===== config.mk =====
export PLATFORM = sky130hd
export DESIGN_NAME = mm3_ctrl
export DESIGN_NICKNAME = d
export VERILOG_FILES = /design/src/rtl/mm3_pkg.sv /design/src/rtl/mm3_ctrl.sv
export SDC_FILE = /design/constraint.sdc
export NUM_CORES = 1
export LEC_CHECK = 0
export ABC_AREA = 0
export BUFFER_PORTS_ARGS = -buffer_cell sky130_fd_sc_hd__buf_2
export CAP_MARGIN = 20
export CORE_AREA = 2 2 39 41
export DETAILED_ROUTE_END_ITERATION = 16
export DIE_AREA = 0 0 41 43
export PLACE_DENSITY = 0.75
export SLEW_MARGIN = 10
export SYNTH_ARGS = -nofsm -noshare
export SYNTH_HDL_FRONTEND = slang
export SYNTH_SLANG_ARGS = --single-unit

===== constraint.sdc =====
create_clock -name aclk -period 1.8 [get_ports aclk]
set_clock_uncertainty 0.05 [all_clocks]
set_input_delay 0.18 -clock aclk [delete_from_list [all_inputs] [get_ports aclk]]
set_output_delay 0.18 -clock aclk [all_outputs]
set_load 0.005 [all_outputs]

===== src/rtl/mm3_pkg.sv =====
`default_nettype none
// ----------------------------------------------------------------------------
// mm3_pkg
// Shared types, constants and helpers for the 128-bit murmur3 hash block.
// ----------------------------------------------------------------------------
package mm3_pkg;

    localparam int unsigned WORD_W    = 64;
    localparam int unsigned COUNT_W   = 5;
    localparam int unsigned BLOCK_B   = 16;
    localparam int unsigned S_TDATA_W = 136;  // 133 payload bits padded to bytes
    localparam int unsigned M_TDATA_W = 136;

    localparam logic [COUNT_W-1:0] FULL_COUNT    = 5'd16;
    localparam logic [COUNT_W-1:0] DIGEST_RESET  = 5'd16;

    localparam logic [WORD_W-1:0] MM_C1 = 64'h87c37b91114253d5;
    localparam logic [WORD_W-1:0] MM_C2 = 64'h4cf5ad432745937f;
    localparam logic [WORD_W-1:0] MM_N1 = 64'h0000000052dce729;
    localparam logic [WORD_W-1:0] MM_N2 = 64'h0000000038495ab5;
    localparam logic [WORD_W-1:0] MM_F1 = 64'hff51afd7ed558ccd;
    localparam logic [WORD_W-1:0] MM_F2 = 64'hc4ceb9fe1a85ec53;

    typedef enum logic [4:0] {
        ST_IDLE,
        ST_SCR1,
        ST_SCR1_W,
        ST_SCR2,
        ST_SCR2_W,
        ST_MIX1A,
        ST_MIX1B,
        ST_MIX2A,
        ST_MIX2B,
        ST_TAIL,
        ST_LEN,
        ST_ADD1,
        ST_ADD2,
        ST_FM1,
        ST_FM1_W,
        ST_FM2,
        ST_FM2_W,
        ST_FMX,
        ST_ADD3,
        ST_ADD4,
        ST_OUT
    } state_t;

    // operand / constant selection for the two multiplier lanes
    typedef enum logic [1:0] {
        MS_IN,   // block words by C1 / C2
        MS_ROT,  // rotated first products by C2 / C1
        MS_FM1,  // fmix first step by F1
        MS_FM2   // fmix second step by F2
    } mul_src_t;

    // updates of the running hash words
    typedef enum logic [3:0] {
        H_NONE,
        H_MIX1A,  // h1 = rotl(h1 ^ k1, 27) + h2
        H_MIX1B,  // h1 = h1 * 5 + N1
        H_MIX2A,  // h2 = rotl(h2 ^ k2, 31) + h1
        H_MIX2B,  // h2 = h2 * 5 + N2
        H_TAIL,   // h1 ^= k1, h2 ^= k2
        H_XTOT,   // h1 ^= total, h2 ^= total
        H_ADD1,   // h1 += h2
        H_ADD2,   // h2 += h1
        H_FMIX,   // h = p ^ (p >> 33)
        H_CLEAR
    } h_op_t;

    typedef struct packed {
        logic     load_in;
        logic     mul_en;
        mul_src_t mul_src;
        h_op_t    h_op;
        logic     out_load;
    } mm3_cmd_t;

    typedef struct packed {
        logic last;      // block in flight is the final one
        logic full;      // block in flight holds 16 bytes
        logic out_free;  // output register can take a result this cycle
    } mm3_status_t;

    function automatic logic [WORD_W-1:0] rotl64(input logic [WORD_W-1:0] v,
                                                 input int unsigned s);
        return (v << s) | (v >> (WORD_W - s));
    endfunction

    // ones in the low n bytes of a 16-byte block, n in 0..16
    function automatic logic [2*WORD_W-1:0] byte_mask(input logic [COUNT_W-1:0] n);
        logic [2*WORD_W-1:0] m;
        m = '0;
        for (int i = 0; i < BLOCK_B; i++) begin
            m[8*i +: 8] = (COUNT_W'(i) < n) ? 8'hFF : 8'h00;
        end
        return m;
    endfunction

endpackage
`default_nettype wire


===== src/rtl/mm3_ctrl.sv =====
`default_nettype none
// ----------------------------------------------------------------------------
// mm3_ctrl
// Sequencer: steps each 16-byte word through scramble and mix or tail, and the
// last word through finalization; hands the digest to the output register.
// ----------------------------------------------------------------------------
module mm3_ctrl (
    input  wire logic                 aclk,
    input  wire logic                 aresetn,
    input  wire logic                 s_tvalid,
    input  wire mm3_pkg::mm3_status_t st,
    output logic                      s_tready,
    output mm3_pkg::mm3_cmd_t         cmd
);
    import mm3_pkg::*;

    state_t state_reg, state_next;

    always_ff @(posedge aclk) begin
        if (!aresetn) begin
            state_reg <= ST_IDLE;
        end else begin
            state_reg <= state_next;
        end
    end

    always_comb begin
        state_next   = state_reg;
        s_tready     = 1'b0;
        cmd.load_in  = 1'b0;
        cmd.mul_en   = 1'b0;
        cmd.mul_src  = MS_IN;
        cmd.h_op     = H_NONE;
        cmd.out_load = 1'b0;
        unique case (state_reg)
            ST_IDLE: begin
                s_tready    = 1'b1;
                cmd.load_in = s_tvalid;
                if (s_tvalid) begin
                    state_next = ST_SCR1;
                end
            end
            ST_SCR1: begin
                cmd.mul_en  = 1'b1;
                cmd.mul_src = MS_IN;
                state_next  = ST_SCR1_W;
            end
            ST_SCR1_W: begin
                cmd.mul_en = 1'b1;
                state_next = ST_SCR2;
            end
            ST_SCR2: begin
                cmd.mul_en  = 1'b1;
                cmd.mul_src = MS_ROT;
                state_next  = ST_SCR2_W;
            end
            ST_SCR2_W: begin
                cmd.mul_en = 1'b1;
                // partial last word is xored in as the tail, never mixed
                state_next = (st.last && !st.full) ? ST_TAIL : ST_MIX1A;
            end
            ST_MIX1A: begin
                cmd.h_op   = H_MIX1A;
                state_next = ST_MIX1B;
            end
            ST_MIX1B: begin
                cmd.h_op   = H_MIX1B;
                state_next = ST_MIX2A;
            end
            ST_MIX2A: begin
                cmd.h_op   = H_MIX2A;
                state_next = ST_MIX2B;
            end
            ST_MIX2B: begin
                cmd.h_op   = H_MIX2B;
                state_next = st.last ? ST_LEN : ST_IDLE;
            end
            ST_TAIL: begin
                cmd.h_op   = H_TAIL;
                state_next = ST_LEN;
            end
            ST_LEN: begin
                cmd.h_op   = H_XTOT;
                state_next = ST_ADD1;
            end
            ST_ADD1: begin
                cmd.h_op   = H_ADD1;
                state_next = ST_ADD2;
            end
            ST_ADD2: begin
                cmd.h_op   = H_ADD2;
                state_next = ST_FM1;
            end
            ST_FM1: begin
                cmd.mul_en  = 1'b1;
                cmd.mul_src = MS_FM1;
                state_next  = ST_FM1_W;
            end
            ST_FM1_W: begin
                cmd.mul_en = 1'b1;
                state_next = ST_FM2;
            end
            ST_FM2: begin
                cmd.mul_en  = 1'b1;
                cmd.mul_src = MS_FM2;
                state_next  = ST_FM2_W;
            end
            ST_FM2_W: begin
                cmd.mul_en = 1'b1;
                state_next = ST_FMX;
            end
            ST_FMX: begin
                cmd.h_op   = H_FMIX;
                state_next = ST_ADD3;
            end
            ST_ADD3: begin
                cmd.h_op   = H_ADD1;
                state_next = ST_ADD4;
            end
            ST_ADD4: begin
                cmd.h_op   = H_ADD2;
                state_next = ST_OUT;
            end
            ST_OUT: begin
                if (st.out_free) begin
                    cmd.out_load = 1'b1;
                    cmd.h_op     = H_CLEAR;
                    state_next   = ST_IDLE;
                end
            end
            default: state_next = ST_IDLE;
        endcase
    end

    a_accept_starts: assert property (@(posedge aclk) disable iff (!aresetn)
        state_reg == ST_IDLE && s_tvalid |=> state_reg == ST_SCR1)
        else $error("accepted word did not start scrambling");

    a_full_mixed: assert property (@(posedge aclk) disable iff (!aresetn)
        state_reg == ST_SCR2_W && !st.last |=> state_reg == ST_MIX1A)
        else $error("non-last word skipped the mix");

    a_back_to_idle: assert property (@(posedge aclk) disable iff (!aresetn)
        state_reg == ST_MIX2B && !st.last |=> state_reg == ST_IDLE && s_tready)
        else $error("non-last word entered finalization");

endmodule
`default_nettype wire


==> metrics.txt <==
Synth top area share=roughly 17%; detailed placement HPWL=around 990 um; Max FO, Critical Path=11; syn_area_per_cell=approximately 7 um^2; Gate Count Post-Synth=80; Most used DFF post-synth=dfxtp_1; antenna violations before repair=0; Cell Area, Placed=637 um^2; I/O Pins=16; share of total power in sequential cells=a little under 30%; fmax=0.590 GHz; sw power=between 0.3 and 0.4 mW; Largest register FFs=5; clk buf depth=2; Final Max Tran Viols=0; worst r2r src=state_reg[3]$_SDFFE_PN0P_; Clk pwr share=just under 20%; CP arrival=about 1.5 ns; Worst Tran Pin Value=0.369 ns; layout cell share with drive strength beyond 1=between 30% and 40%; Worst R2R End=state_reg[2]$_SDFFE_PN0P_; largest net degree at the start of global routing=26; VDD IR max=about 0.58 mV; Critical Path End Type=output port; grt total ovfl=0; Worst R2R Path Depth=4; Num Clock Sinks=5; routed wl met3=50 um; final hold viol count=0; CP top delay family=simple AND/OR/NAND/NOR gates; via count of the first global-routing pass=507; minimum clock period=~1.7 ns; GRT Overall Usage=roughly 17%; ys async rst share=0%; P_leak=a little under 0.3 nW; Die Width=~40 um; Net Sw Frac=a little under half; max-cap violations=0; CP cell instances=nor2_1, nand4_1, a21oi_1, a21o_1, buf_2; RD Place Congestion=0.845; diode count=0; Syn-to-layout area delta=16.4%; number of synthesis warnings=0; die area=~1800 um^2; Cell Int Power=0.373 mW; Reg clk slew, reported paths=~0.040 ns; unrepaired setup endpoints after global routing=false; r2r setup slk=0.38 ns; synthesized area=around 570 um^2; Worst-Skew Late Latency=between 0.2 and 0.25 ns; crit path buf inv count=1; Antenna Nets Post-Route=0; Hold Buf Count CTS=0; hold slack=between 0.1 and 0.15 ns; Row Count=14; Vias=between 600 and 700; WL met1=594 um; instance count on the critical path=5; crit path kind=flip-flop to output port; Critical Path Start Type=flip-flop; Met2 Wirelength=between 700 and 800 um; fin util=roughly half; Initial Utilization=about two fifths; WL/cell=roughly 12 um; drt drc=0; H-tree level count=1; DR iter-0 viols=20; # setup viols final=0; core area=approximately 1400 um^2; Hold WC Path Type=primary input to flip-flop; Distinct cells, synth=35; Design Area, Final=667 um^2; Comb power frac=roughly half; Worst Path Required=roughly 1.6 ns; #FFs+latches synth=5; Fin Setup TNS=0 ns; worst setup path startpoint=state_reg[1]$_SDFFE_PN0P_; 1st-pass router iterations=4; Power per Cell Area=1020 nW/um^2; Critical path destination=cmd[2]; first-pass GRT wire length=approximately 2100 um; Slew HR=approximately three quarters; IO Port Bufs=15; final wirelength=~1400 um; root buffer cell=clkbuf_4; Yosys top cell by area=dfxtp_1; post-route clock period utilization=roughly 94%; CP max stage delay=around 0.38 ns; Vias/cell=5.58; top sig layer=met3; top cells by area, synth=dfxtp_1 17%, a21oi_1 7.0%, nand2_1 5.9%, nor2_1 5.9%, buf_6 5.9%; CTS buffer count=3; post-synth net total=86; status=finished, final reports clean; CP max-delay cell=dfxtp_2; register area share after synthesis=around 17%; Synth top cells by count=9 x nand2_1, 9 x nor2_1, 8 x a21oi_1; Layout Nets=103; Setup Fix Bufs, Post-CTS=0; TritonCTS clock tree=built; Post-synth EDFFs=0; die height=roughly 43 um
how the worst min path moves through the flow:
| stage | depth (start not counted) | slack, ns | endpoint | start |
|---|---|---|---|---|
| finish | 3 | 0.11 | state_reg[0]$_SDFFE_PN0P_ | s_tvalid |
| global route | 3 | 0.11 | state_reg[0]$_SDFFE_PN0P_ | s_tvalid |
| CTS | 3 | 0.13 | state_reg[0]$_SDFFE_PN0P_ | s_tvalid |
| detailed placement | 3 | 0.38 | state_reg[0]$_SDFFE_PN0P_ | s_tvalid |
| global placement | 3 | 0.38 | state_reg[0]$_SDFFE_PN0P_ | s_tvalid |
| floorplan | 1 | 0.25 | state_reg[3]$_SDFFE_PN0P_ | aresetn |
power by group through the flow:
stage | logic [mW] | registers (mW) | clock network (mW)
4_1_cts | 0.352 | 0.190 | 0.133
5_1_grt | 0.392 | 0.203 | 0.147
3_3_place_gp | 0.343 | 0.193 | 0
2_1_floorplan | 0.318 | 0.156 | 0
3_5_place_dp | 0.351 | 0.192 | 0
6_report | 0.351 | 0.197 | 0.132
through the flow:
stage / std cells / worst slack [ns] / power, mW
floorplan: 80 / 0.505 / 0.473
global placement: 108 / 0.226 / 0.536
detailed placement: 108 / 0.219 / 0.544
CTS: 112 / 0.0204 / 0.675
global route: 112 / 0.0193 / 0.742
finish: 112 / 0.105 / 0.679
what timing repair did:
item                                    in CTS  in global routing
pin swaps                                    0                  0
gates resized for setup                      1                  2
endpoints found under the hold margin        0                  0
endpoints found under the setup margin       4                  5
area by class of cell:
type                            instances  area, um^2
Inverter                                4        15.0
Clock buffer                            4        26.3
Sequential cell                         5         104
Timing Repair Buffer                   18        97.6
Fill cell                             150         717
Tap cell                               16        20.0
Multi-Input combinational cell         65         404
worst min-delay path, delay by kind of cell:
kind / cells / cell delay (ns)
buffers and inverters: 2 / 0.14
AO/OA/AOI/OAI: 1 / 0.05
layer usage:
metal / global-route usage [%] / vias to the layer above
met5: 0 / -
met4: 6.00 / 0
met3: 3.14 / 0
met2: 25.9 / 18
met1: 22.2 / 286
li1: - / 321
layout by cell type (no fill, tap or decap), types with 3 or more instances in the layout:
master,Yosys,final
buf_2,1,15
nor2_1,9,9
nand2_1,9,9
a21oi_1,8,8
nor2b_1,4,4
nor3_1,3,3
inv_1,3,3
clkbuf_4,0,3
buf_4,2,3
dfxtp_2,0,3
logic make-up after synthesis:
family | synth area share (%)
flops | 17.5
compound gates | 30.8
buf+inv | 12.0
simple gates | 36.7
xor+xnor | 3.06
(Power assumes the default switching activity.)
